--- src/rtl/mlcp_pkg.sv ---
// ----------------------------------------------------------------------------
// mlcp_pkg
// Shared types and constants for the framed byte stream parser.
// ----------------------------------------------------------------------------
package mlcp_pkg;

  localparam int unsigned CfgIdxW = 2;

  localparam logic [CfgIdxW-1:0] CFG_MAGIC    = 2'd0;
  localparam logic [CfgIdxW-1:0] CFG_MAX_LEN  = 2'd1;
  localparam logic [CfgIdxW-1:0] CFG_REG_CODE = 2'd2;
  localparam logic [CfgIdxW-1:0] CFG_XFER_CODE = 2'd3;

  localparam logic [15:0] MagicReset   = 16'd0;
  localparam logic [15:0] MaxLenReset  = 16'd1024;
  localparam logic [15:0] RegCodeReset = 16'd1;
  localparam logic [15:0] XferCodeReset = 16'd2;

  typedef enum logic [1:0] {
    PH_MAGIC = 2'd0,
    PH_LEN   = 2'd1,
    PH_DATA  = 2'd2,
    PH_SUM   = 2'd3
  } phase_e;

  typedef enum logic [1:0] {
    END_MAGIC_ERR = 2'd0,
    END_LEN_ERR   = 2'd1,
    END_SUM_ERR   = 2'd2,
    END_SUM_OK    = 2'd3
  } end_kind_e;

  typedef enum logic [2:0] {
    ST_REG_OK      = 3'd0,
    ST_XFER_OK     = 3'd1,
    ST_BAD_MAGIC   = 3'd2,
    ST_BAD_LEN     = 3'd3,
    ST_BAD_SUM     = 3'd4,
    ST_SHORT       = 3'd5,
    ST_REG_SHORT   = 3'd6,
    ST_UNKNOWN_CMD = 3'd7
  } status_e;

  typedef struct packed {
    end_kind_e   kind;
    logic [15:0] len;
    logic [15:0] cmd;
    logic [15:0] grp;
  } frame_end_t;

endpackage

--- src/rtl/mlcp_front.sv ---
// ----------------------------------------------------------------------------
// mlcp_front
// Byte parser: tracks the frame phase, sums the payload and reports frame ends.
// ----------------------------------------------------------------------------
module mlcp_front
  import mlcp_pkg::*;
(
  input  logic        clk_i,
  input  logic        rst_ni,
  input  logic        byte_vld_i,
  input  logic [7:0]  byte_i,
  input  logic [15:0] magic_i,
  input  logic [15:0] max_len_i,
  output logic        end_vld_o,
  output frame_end_t  end_o
);

  phase_e      phase_q, phase_d;
  logic [15:0] cnt_q, cnt_d;
  logic [7:0]  hold_q, hold_d;
  logic [15:0] len_q, len_d;
  logic [15:0] sum_q, sum_d;
  logic [15:0] cmd_q, cmd_d;
  logic [15:0] grp_q, grp_d;
  logic [15:0] word;
  logic [16:0] idx_nxt;

  assign word    = {hold_q, byte_i};
  assign idx_nxt = {1'b0, cnt_q} + 17'd1;

  always_comb begin
    phase_d   = phase_q;
    cnt_d     = cnt_q;
    hold_d    = hold_q;
    len_d     = len_q;
    sum_d     = sum_q;
    cmd_d     = cmd_q;
    grp_d     = grp_q;
    end_vld_o = 1'b0;
    end_o     = '{kind: END_MAGIC_ERR, len: 16'd0, cmd: cmd_q, grp: grp_q};
    if (byte_vld_i) begin
      unique case (phase_q)
        PH_MAGIC: begin
          if (cnt_q == 16'd0) begin
            hold_d = byte_i;
            cnt_d  = 16'd1;
          end else begin
            cnt_d = 16'd0;
            if (word != magic_i) begin
              end_vld_o = 1'b1;
            end else begin
              phase_d = PH_LEN;
            end
          end
        end
        PH_LEN: begin
          if (cnt_q == 16'd0) begin
            hold_d = byte_i;
            cnt_d  = 16'd1;
          end else begin
            cnt_d = 16'd0;
            if (word == 16'd0 || word > max_len_i) begin
              end_vld_o = 1'b1;
              end_o.kind = END_LEN_ERR;
              end_o.len  = word;
              phase_d    = PH_MAGIC;
            end else begin
              len_d   = word;
              sum_d   = 16'd0;
              cmd_d   = 16'd0;
              grp_d   = 16'd0;
              phase_d = PH_DATA;
            end
          end
        end
        PH_DATA: begin
          sum_d = sum_q + {8'd0, byte_i};
          case (cnt_q)
            16'd0:   cmd_d[15:8] = byte_i;
            16'd1:   cmd_d[7:0]  = byte_i;
            16'd2:   grp_d[15:8] = byte_i;
            16'd3:   grp_d[7:0]  = byte_i;
            default: ;
          endcase
          if (idx_nxt >= {1'b0, len_q}) begin
            phase_d = PH_SUM;
            cnt_d   = 16'd0;
          end else begin
            cnt_d = idx_nxt[15:0];
          end
        end
        PH_SUM: begin
          if (cnt_q == 16'd0) begin
            hold_d = byte_i;
            cnt_d  = 16'd1;
          end else begin
            cnt_d      = 16'd0;
            phase_d    = PH_MAGIC;
            end_vld_o  = 1'b1;
            end_o.len  = len_q;
            end_o.kind = (word == sum_q) ? END_SUM_OK : END_SUM_ERR;
          end
        end
        default: ;
      endcase
    end
  end

  always_ff @(posedge clk_i or negedge rst_ni) begin
    if (!rst_ni) begin
      phase_q <= PH_MAGIC;
      cnt_q   <= 16'd0;
      hold_q  <= 8'd0;
      len_q   <= 16'd0;
      sum_q   <= 16'd0;
      cmd_q   <= 16'd0;
      grp_q   <= 16'd0;
    end else begin
      phase_q <= phase_d;
      cnt_q   <= cnt_d;
      hold_q  <= hold_d;
      len_q   <= len_d;
      sum_q   <= sum_d;
      cmd_q   <= cmd_d;
      grp_q   <= grp_d;
    end
  end

endmodule

--- src/rtl/mlcp_fifo.sv ---
// ----------------------------------------------------------------------------
// mlcp_fifo
// Two-entry queue of frame-end requests between the parser and the classifier.
// ----------------------------------------------------------------------------
module mlcp_fifo
  import mlcp_pkg::*;
(
  input  logic       clk_i,
  input  logic       rst_ni,
  input  logic       wr_i,
  input  frame_end_t wr_data_i,
  output logic       full_o,
  input  logic       rd_i,
  output logic       vld_o,
  output frame_end_t rd_data_o
);

  frame_end_t  mem_q [2];
  logic        wr_ptr_q, rd_ptr_q;
  logic [1:0]  cnt_q;
  logic        do_wr, do_rd;

  assign full_o    = (cnt_q == 2'd2);
  assign vld_o     = (cnt_q != 2'd0);
  assign rd_data_o = mem_q[rd_ptr_q];
  assign do_wr     = wr_i && !full_o;
  assign do_rd     = rd_i && vld_o;

  always_ff @(posedge clk_i) begin
    if (do_wr) begin
      mem_q[wr_ptr_q] <= wr_data_i;
    end
  end

  always_ff @(posedge clk_i or negedge rst_ni) begin
    if (!rst_ni) begin
      wr_ptr_q <= 1'b0;
      rd_ptr_q <= 1'b0;
      cnt_q    <= 2'd0;
    end else begin
      if (do_wr) begin
        wr_ptr_q <= !wr_ptr_q;
      end
      if (do_rd) begin
        rd_ptr_q <= !rd_ptr_q;
      end
      case ({do_wr, do_rd})
        2'b10:   cnt_q <= cnt_q + 2'd1;
        2'b01:   cnt_q <= cnt_q - 2'd1;
        default: ;
      endcase
    end
  end

endmodule

--- src/rtl/mlcp_back.sv ---
// ----------------------------------------------------------------------------
// mlcp_back
// Classifier: turns a frame-end request into a status result and holds it.
// ----------------------------------------------------------------------------
module mlcp_back
  import mlcp_pkg::*;
(
  input  logic        clk_i,
  input  logic        rst_ni,
  input  logic        req_vld_i,
  input  frame_end_t  req_i,
  output logic        req_rd_o,
  input  logic [15:0] reg_code_i,
  input  logic [15:0] xfer_code_i,
  output logic        res_vld_o,
  input  logic        res_pop_i,
  output status_e     status_o,
  output logic [15:0] command_o,
  output logic [15:0] group_word_o,
  output logic [15:0] payload_len_o
);

  logic        vld_q;
  status_e     status_q, status_d;
  logic [15:0] cmd_q, cmd_d;
  logic [15:0] grp_q, grp_d;
  logic [15:0] len_q, len_d;
  logic        take;

  assign take      = req_vld_i && (!vld_q || res_pop_i);
  assign req_rd_o  = take;
  assign res_vld_o = vld_q;
  assign status_o  = status_q;
  assign command_o = cmd_q;
  assign group_word_o = grp_q;
  assign payload_len_o = len_q;

  always_comb begin
    status_d = ST_BAD_MAGIC;
    cmd_d    = 16'd0;
    grp_d    = 16'd0;
    len_d    = req_i.len;
    unique case (req_i.kind)
      END_MAGIC_ERR: len_d = 16'd0;
      END_LEN_ERR:   status_d = ST_BAD_LEN;
      END_SUM_ERR:   status_d = ST_BAD_SUM;
      END_SUM_OK: begin
        if (req_i.len <= 16'd2) begin
          status_d = ST_SHORT;
        end else if (req_i.cmd == reg_code_i) begin
          cmd_d = req_i.cmd;
          if (req_i.len >= 16'd4) begin
            status_d = ST_REG_OK;
            grp_d    = req_i.grp;
          end else begin
            status_d = ST_REG_SHORT;
          end
        end else if (req_i.cmd == xfer_code_i) begin
          status_d = ST_XFER_OK;
          cmd_d    = req_i.cmd;
        end else begin
          status_d = ST_UNKNOWN_CMD;
          cmd_d    = req_i.cmd;
        end
      end
      default: ;
    endcase
  end

  always_ff @(posedge clk_i) begin
    if (take) begin
      status_q <= status_d;
      cmd_q    <= cmd_d;
      grp_q    <= grp_d;
      len_q    <= len_d;
    end
  end

  always_ff @(posedge clk_i or negedge rst_ni) begin
    if (!rst_ni) begin
      vld_q <= 1'b0;
    end else if (take) begin
      vld_q <= 1'b1;
    end else if (res_pop_i) begin
      vld_q <= 1'b0;
    end
  end

endmodule

--- src/rtl/magic_length_checksum_frame_parser.sv ---
// Path: a frame end is queued, then classified into the registered result.
// Throughput: one byte per cycle unless the two-entry request queue is full; the
// queue drains one per cycle while results are popped, and stalls when one is held.
// Reset: asynchronous, active low; configuration returns to its defaults and
// the parser returns to hunting for the magic with no results pending.
// ----------------------------------------------------------------------------
// magic_length_checksum_frame_parser
// Deframes magic / length / payload / checksum packets from a byte stream.
// ----------------------------------------------------------------------------
module magic_length_checksum_frame_parser
  import mlcp_pkg::*;
(
  input  logic               clk_i,
  input  logic               rst_ni,
  input  logic               push,
  output logic               full,
  input  logic [7:0]         data_byte_i,
  output logic               empty,
  input  logic               pop,
  output logic [2:0]         status_o,
  output logic [15:0]        command_o,
  output logic [15:0]        group_word_o,
  output logic [15:0]        payload_len_o,
  input  logic               cfg_we_i,
  input  logic [CfgIdxW-1:0] cfg_idx_i,
  input  logic [15:0]        cfg_data_i
);

  logic [15:0] magic_q, max_len_q, reg_code_q, xfer_code_q;
  logic        q_full, q_vld, q_rd, end_vld, res_vld;
  frame_end_t  end_req, q_req;
  status_e     status;

  always_ff @(posedge clk_i or negedge rst_ni) begin
    if (!rst_ni) begin
      magic_q     <= MagicReset;
      max_len_q   <= MaxLenReset;
      reg_code_q  <= RegCodeReset;
      xfer_code_q <= XferCodeReset;
    end else if (cfg_we_i) begin
      unique case (cfg_idx_i)
        CFG_MAGIC:     magic_q     <= cfg_data_i;
        CFG_MAX_LEN:   max_len_q   <= cfg_data_i;
        CFG_REG_CODE:  reg_code_q  <= cfg_data_i;
        CFG_XFER_CODE: xfer_code_q <= cfg_data_i;
        default: ;
      endcase
    end
  end

  assign full = q_full;

  mlcp_front u_front (
    .clk_i      (clk_i),
    .rst_ni     (rst_ni),
    .byte_vld_i (push && !q_full),
    .byte_i     (data_byte_i),
    .magic_i    (magic_q),
    .max_len_i  (max_len_q),
    .end_vld_o  (end_vld),
    .end_o      (end_req)
  );

  mlcp_fifo u_fifo (
    .clk_i     (clk_i),
    .rst_ni    (rst_ni),
    .wr_i      (end_vld),
    .wr_data_i (end_req),
    .full_o    (q_full),
    .rd_i      (q_rd),
    .vld_o     (q_vld),
    .rd_data_o (q_req)
  );

  mlcp_back u_back (
    .clk_i         (clk_i),
    .rst_ni        (rst_ni),
    .req_vld_i     (q_vld),
    .req_i         (q_req),
    .req_rd_o      (q_rd),
    .reg_code_i    (reg_code_q),
    .xfer_code_i   (xfer_code_q),
    .res_vld_o     (res_vld),
    .res_pop_i     (pop),
    .status_o      (status),
    .command_o     (command_o),
    .group_word_o  (group_word_o),
    .payload_len_o (payload_len_o)
  );

  assign empty    = !res_vld;
  assign status_o = status;

endmodule
--- config.mk ---
export PLATFORM = sky130hd
export DESIGN_NAME = magic_length_checksum_frame_parser
export DESIGN_NICKNAME = d
export VERILOG_FILES = /design/src/rtl/mlcp_pkg.sv /design/src/rtl/mlcp_front.sv /design/src/rtl/mlcp_fifo.sv /design/src/rtl/mlcp_back.sv /design/src/rtl/magic_length_checksum_frame_parser.sv
export SDC_FILE = /design/constraint.sdc
export NUM_CORES = 1
export LEC_CHECK = 0
export BUFFER_PORTS_ARGS = -buffer_cell sky130_fd_sc_hd__buf_2
export CORE_MARGIN = 2
export CORE_UTILIZATION = 40
export CTS_BUF_LIST = sky130_fd_sc_hd__clkbuf_8
export DETAILED_ROUTE_END_ITERATION = 12
export PLACE_DENSITY = 0.53
export SETUP_SLACK_MARGIN = 0.1
export SYNTH_ARGS = -nofsm -noshare
export SYNTH_HDL_FRONTEND = slang
export SYNTH_SLANG_ARGS = --single-unit
export TNS_END_PERCENT = 10
--- constraint.sdc ---
create_clock -name clk_i -period 5.3 [get_ports clk_i]
set_input_delay 0 -clock clk_i [delete_from_list [all_inputs] [get_ports clk_i]]
set_output_delay 0 -clock clk_i [all_outputs]
set_load 0.01 [all_outputs]
==> flow_metrics.env <==
export IMPL_synth_nets=1182
export IMPL_finish_cell_count_without_fillers=1726
export IMPL_power_leakage_nw=6.83
export IMPL_areaGrowthSynthToFinish_pct=14.9
export IMPL_final_net_count=1299
export IMPL_number_of_library_cell_types_mapped_by_synthesis=62
export IMPL_die_height_um=192
export IMPL_setup_slack_ns=0.789
export IMPL_clock_sinks=310
export IMPL_comb_power_share_pct=28.2
export IMPL_tritoncts="built"
export IMPL_netlist_area_leader_share_pct=31.9
export IMPL_clock_skew_ns=0.0296
export IMPL_synth_top_cell_by_area="edfxtp_1"
export IMPL_maxCapViolations=0
export IMPL_postRouteAntennaNets=0
export IMPL_clkPwrFrac_pct=25.2
export IMPL_power_switching_mw=2.74
export IMPL_largest_register_ffs=100
export IMPL_final_min_period_over_clock_period_pct=85.1
export IMPL_clock_latency_ns=0.59
export IMPL_globalRouteTotalUtil_pct=18.9
export IMPL_wire_length_of_the_first_global_routing_pass_um=52700
export IMPL_syn_area_sq_um=14200
export IMPL_quantity_of_i_o_buffers_inserted_on_ports=83
export IMPL_timing_critical_path_required_ns=5.76
export IMPL_detailroute_via_count=9035
export IMPL_grt_most_used_layer="met2"
export IMPL_number_of_global_route_vias_before_repair=8970
export IMPL_number_of_inserted_filler_cells_in_the_final_layout=3222
export IMPL_vdd_drop_max_v=0.000261
export IMPL_sw_ratio_pct=34.3
export IMPL_timing_critical_path_from_type="register"
export IMPL_finalWorstPathRequiredPeriod_ns=4.51
export IMPL_use_met3_pct=3.20
export IMPL_use_met2_pct=30.6
export IMPL_final_seq_area_sq_um=8520
export IMPL_post_cts_repair_setup_buffers=0
export IMPL_final_setup_tns_ns=0
export IMPL_timing_max_transition_violations_final=0
export IMPL_setup_repair_after_global_routing_missed_its_margin="false"
export IMPL_synth_most_common_cell="dfrtp_1"
export IMPL_seq_cells_post_synth=310
export IMPL_grt_antenna_before_repair=0
export IMPL_floorplan_initialDensity_pct=40.2
export IMPL_maximum_number_of_pins_on_one_net_before_global_route_repair=96
export IMPL_number_of_enable_flip_flop_cells_after_synthesis=151
export IMPL_worst_slew_pin_slew_ns=1.22
export IMPL_cts_hold_repair_buffers=28
export IMPL_postLayoutCoreUtil_pct=46.2
export IMPL_wl_per_cell_um=19.5
export IMPL_post_place_cells=1602
export IMPL_cts_max_level=2
export IMPL_grt_overflow_total=0
export IMPL_p_per_area_nw_per_um2=489
export IMPL_sequentialPowerShare_pct=46.6
export IMPL_post_cts_resize_count=0
export IMPL_min_delay_path_class="primary input to register"
export IMPL_max_clock_path_buffers=3
export IMPL_sequence_of_cells_on_the_critical_path="ha_1 -> inv_1 -> nor3_1 -> nand3_1 -> nor2_1 -> nand3_1 -> xnor2_1 -> ha_1 -> a211o_1 -> a21oi_1 -> o211ai_1 -> o2111ai_1 -> nand2_1 -> o41ai_1"
export IMPL_viasPerCell=5.23
export IMPL_placeableCoreArea_sq_um=35300
export IMPL_timing_fmax_mhz=222
export IMPL_post_route_cells_drive_above_1_share_pct=21.0
export IMPL_run_status="completed"
export IMPL_final_hold_violation_count=0
export IMPL_routed_wl_um=33700
export IMPL_synth_yosys_warnings=0
export IMPL_synthesis_instances=1105
export IMPL_report_final_setup_viol=0
export IMPL_post_synth_cell_area_avg_sq_um=12.9
export IMPL_worstSetupEndpointType="register"
export IMPL_synth_flop_cell="dfrtp_1"
export IMPL_slowest_stage="dfrtp_1"
export IMPL_synth_seq_area_share_pct=60.0
export IMPL_routabilityCongestion=0.818
export IMPL_synth_top_cells_by_count="dfrtp_1, edfxtp_1, nor2_1, mux2_2, nand2_1"
export IMPL_critical_path_arrival_ns=4.98
export IMPL_met1_usage_pct=26.4
export IMPL_cts_root_buffer="clkbuf_8"
export IMPL_dp_hpwl_um=22600
export IMPL_drt_pre_antenna_iters=5
export IMPL_die_area_sq_um=37000
export IMPL_placementRows=69
export IMPL_die_width_um=192
export IMPL_drt_iter0_drc=551
export IMPL_timing_worst_setup_path_type="register to register"
export IMPL_ioPinCount=84
export IMPL_cts_buffers_inserted=51
export IMPL_worst_path_largest_cell_delay_ns=0.51
export IMPL_total_power_mw=7.98
export IMPL_p_int_mw=5.24
export IMPL_async_reset_ff_share_pct=51.3
export IMPL_critical_path_max_fanout=12
export IMPL_largest_register="u_fifo.mem_q"
export IMPL_timing_max_slew_rel_slack_pct=18.1
export IMPL_drcViolationCount=0
export IMPL_worst_slack_at_placement_ns=0.861
export IMPL_cts_clk_slew_worst_paths_ns=0.06
export IMPL_cell_types_occupying_the_most_area_after_synthesis="edfxtp_1, dfrtp_1, mux2_2"
export IMPL_multi_input_area_sq_um=5280
==> cells in the final DEF, fill, tap and decap left out, types with 57 or more instances in the layout <==
master | synthesis | final
buf_2 | 9 | 82
clkbuf_8 | 0 | 59
dfrtp_1 | 156 | 155
edfxtp_1 | 151 | 151
inv_1 | 42 | 57
mux2_2 | 73 | 73
nand2_1 | 61 | 61
nor2_1 | 81 | 79
==> through the flow <==
stage	instance area, sq um	hold slack [ns]
6_report	16300	0.0550
5_1_grt	16300	0.0730
4_1_cts	16300	0.00927
3_5_place_dp	15000	0.176
3_3_place_gp	15000	0.163
2_1_floorplan	14200	-0.296
==> layer usage <==
| metal | routed length (um) | vias up | share of wire (%) |
|---|---|---|---|
| li1 | - | 4294 | - |
| met1 | 15900 | 4512 | 47 |
| met2 | 15800 | 174 | 47 |
| met3 | 1360 | 55 | 4.0 |
| met4 | 685 | 0 | 2.0 |
| met5 | 0 | - | 0 |
==> final timing paths <==
kind / depth (start not counted) / startpoint / endpoint / slack (ns)
setup / recovery: 14 / u_front.cnt_q[0] / u_front.cnt_q[8] / 0.79
hold / removal: 5 / push / u_front.cnt_q[9] / 0.05
setup reg to reg: 14 / u_front.cnt_q[0] / u_front.cnt_q[8] / 0.79
hold reg to reg: 0 / u_front.grp_q[1] / u_fifo.mem_q[1][1] / 0.47
max in group asynchronous: 3 / rst_ni / u_front.cnt_q[4] / 4.13
min in group asynchronous: 2 / rst_ni / u_back.res_vld_o / 0.06
==> power by group through the flow <==
| stage | Sequential, mW | Combinational (mW) | Clock, mW |
|---|---|---|---|
| floorplan | 3.63 | 1.63 | 0 |
| global placement | 3.75 | 2.25 | 0 |
| detailed placement | 3.77 | 2.26 | 0 |
| CTS | 3.73 | 2.29 | 2.08 |
| global route | 3.79 | 2.52 | 2.20 |
| finish | 3.72 | 2.25 | 2.01 |
==> cell families after synthesis <==
logic type	Yosys count	synth area share [%]
flops	310	60.0
simple gates	269	9.67
compound gates	176	8.50
mux	125	9.82
buf+inv	100	3.07
xor+xnor	79	4.87
fa+ha+maj	46	4.11
==> area by class of cell <==
type,count,area share [%]
multi-input cells,695,32.4
repair buffers,122,4.81
inverters,42,0.966
well taps,461,3.54
clock inverters,36,1.09
flip-flops and latches,310,52.2
diodes,1,0.0153
clock buffers,59,4.98
==> worst max-delay path: cells and delay by family (launching register included) <==
family,cells,cell delay (ns)
xor gates and xnor gates,1,0.22
AOI/OAI and AO/OA,5,1.31
buffers and inverters,1,0.09
DFF,1,0.51
adders and majority gates,2,0.66
and+or+nand+nor,5,1.59
No activity file was read; power rests on OpenSTA's default activity.
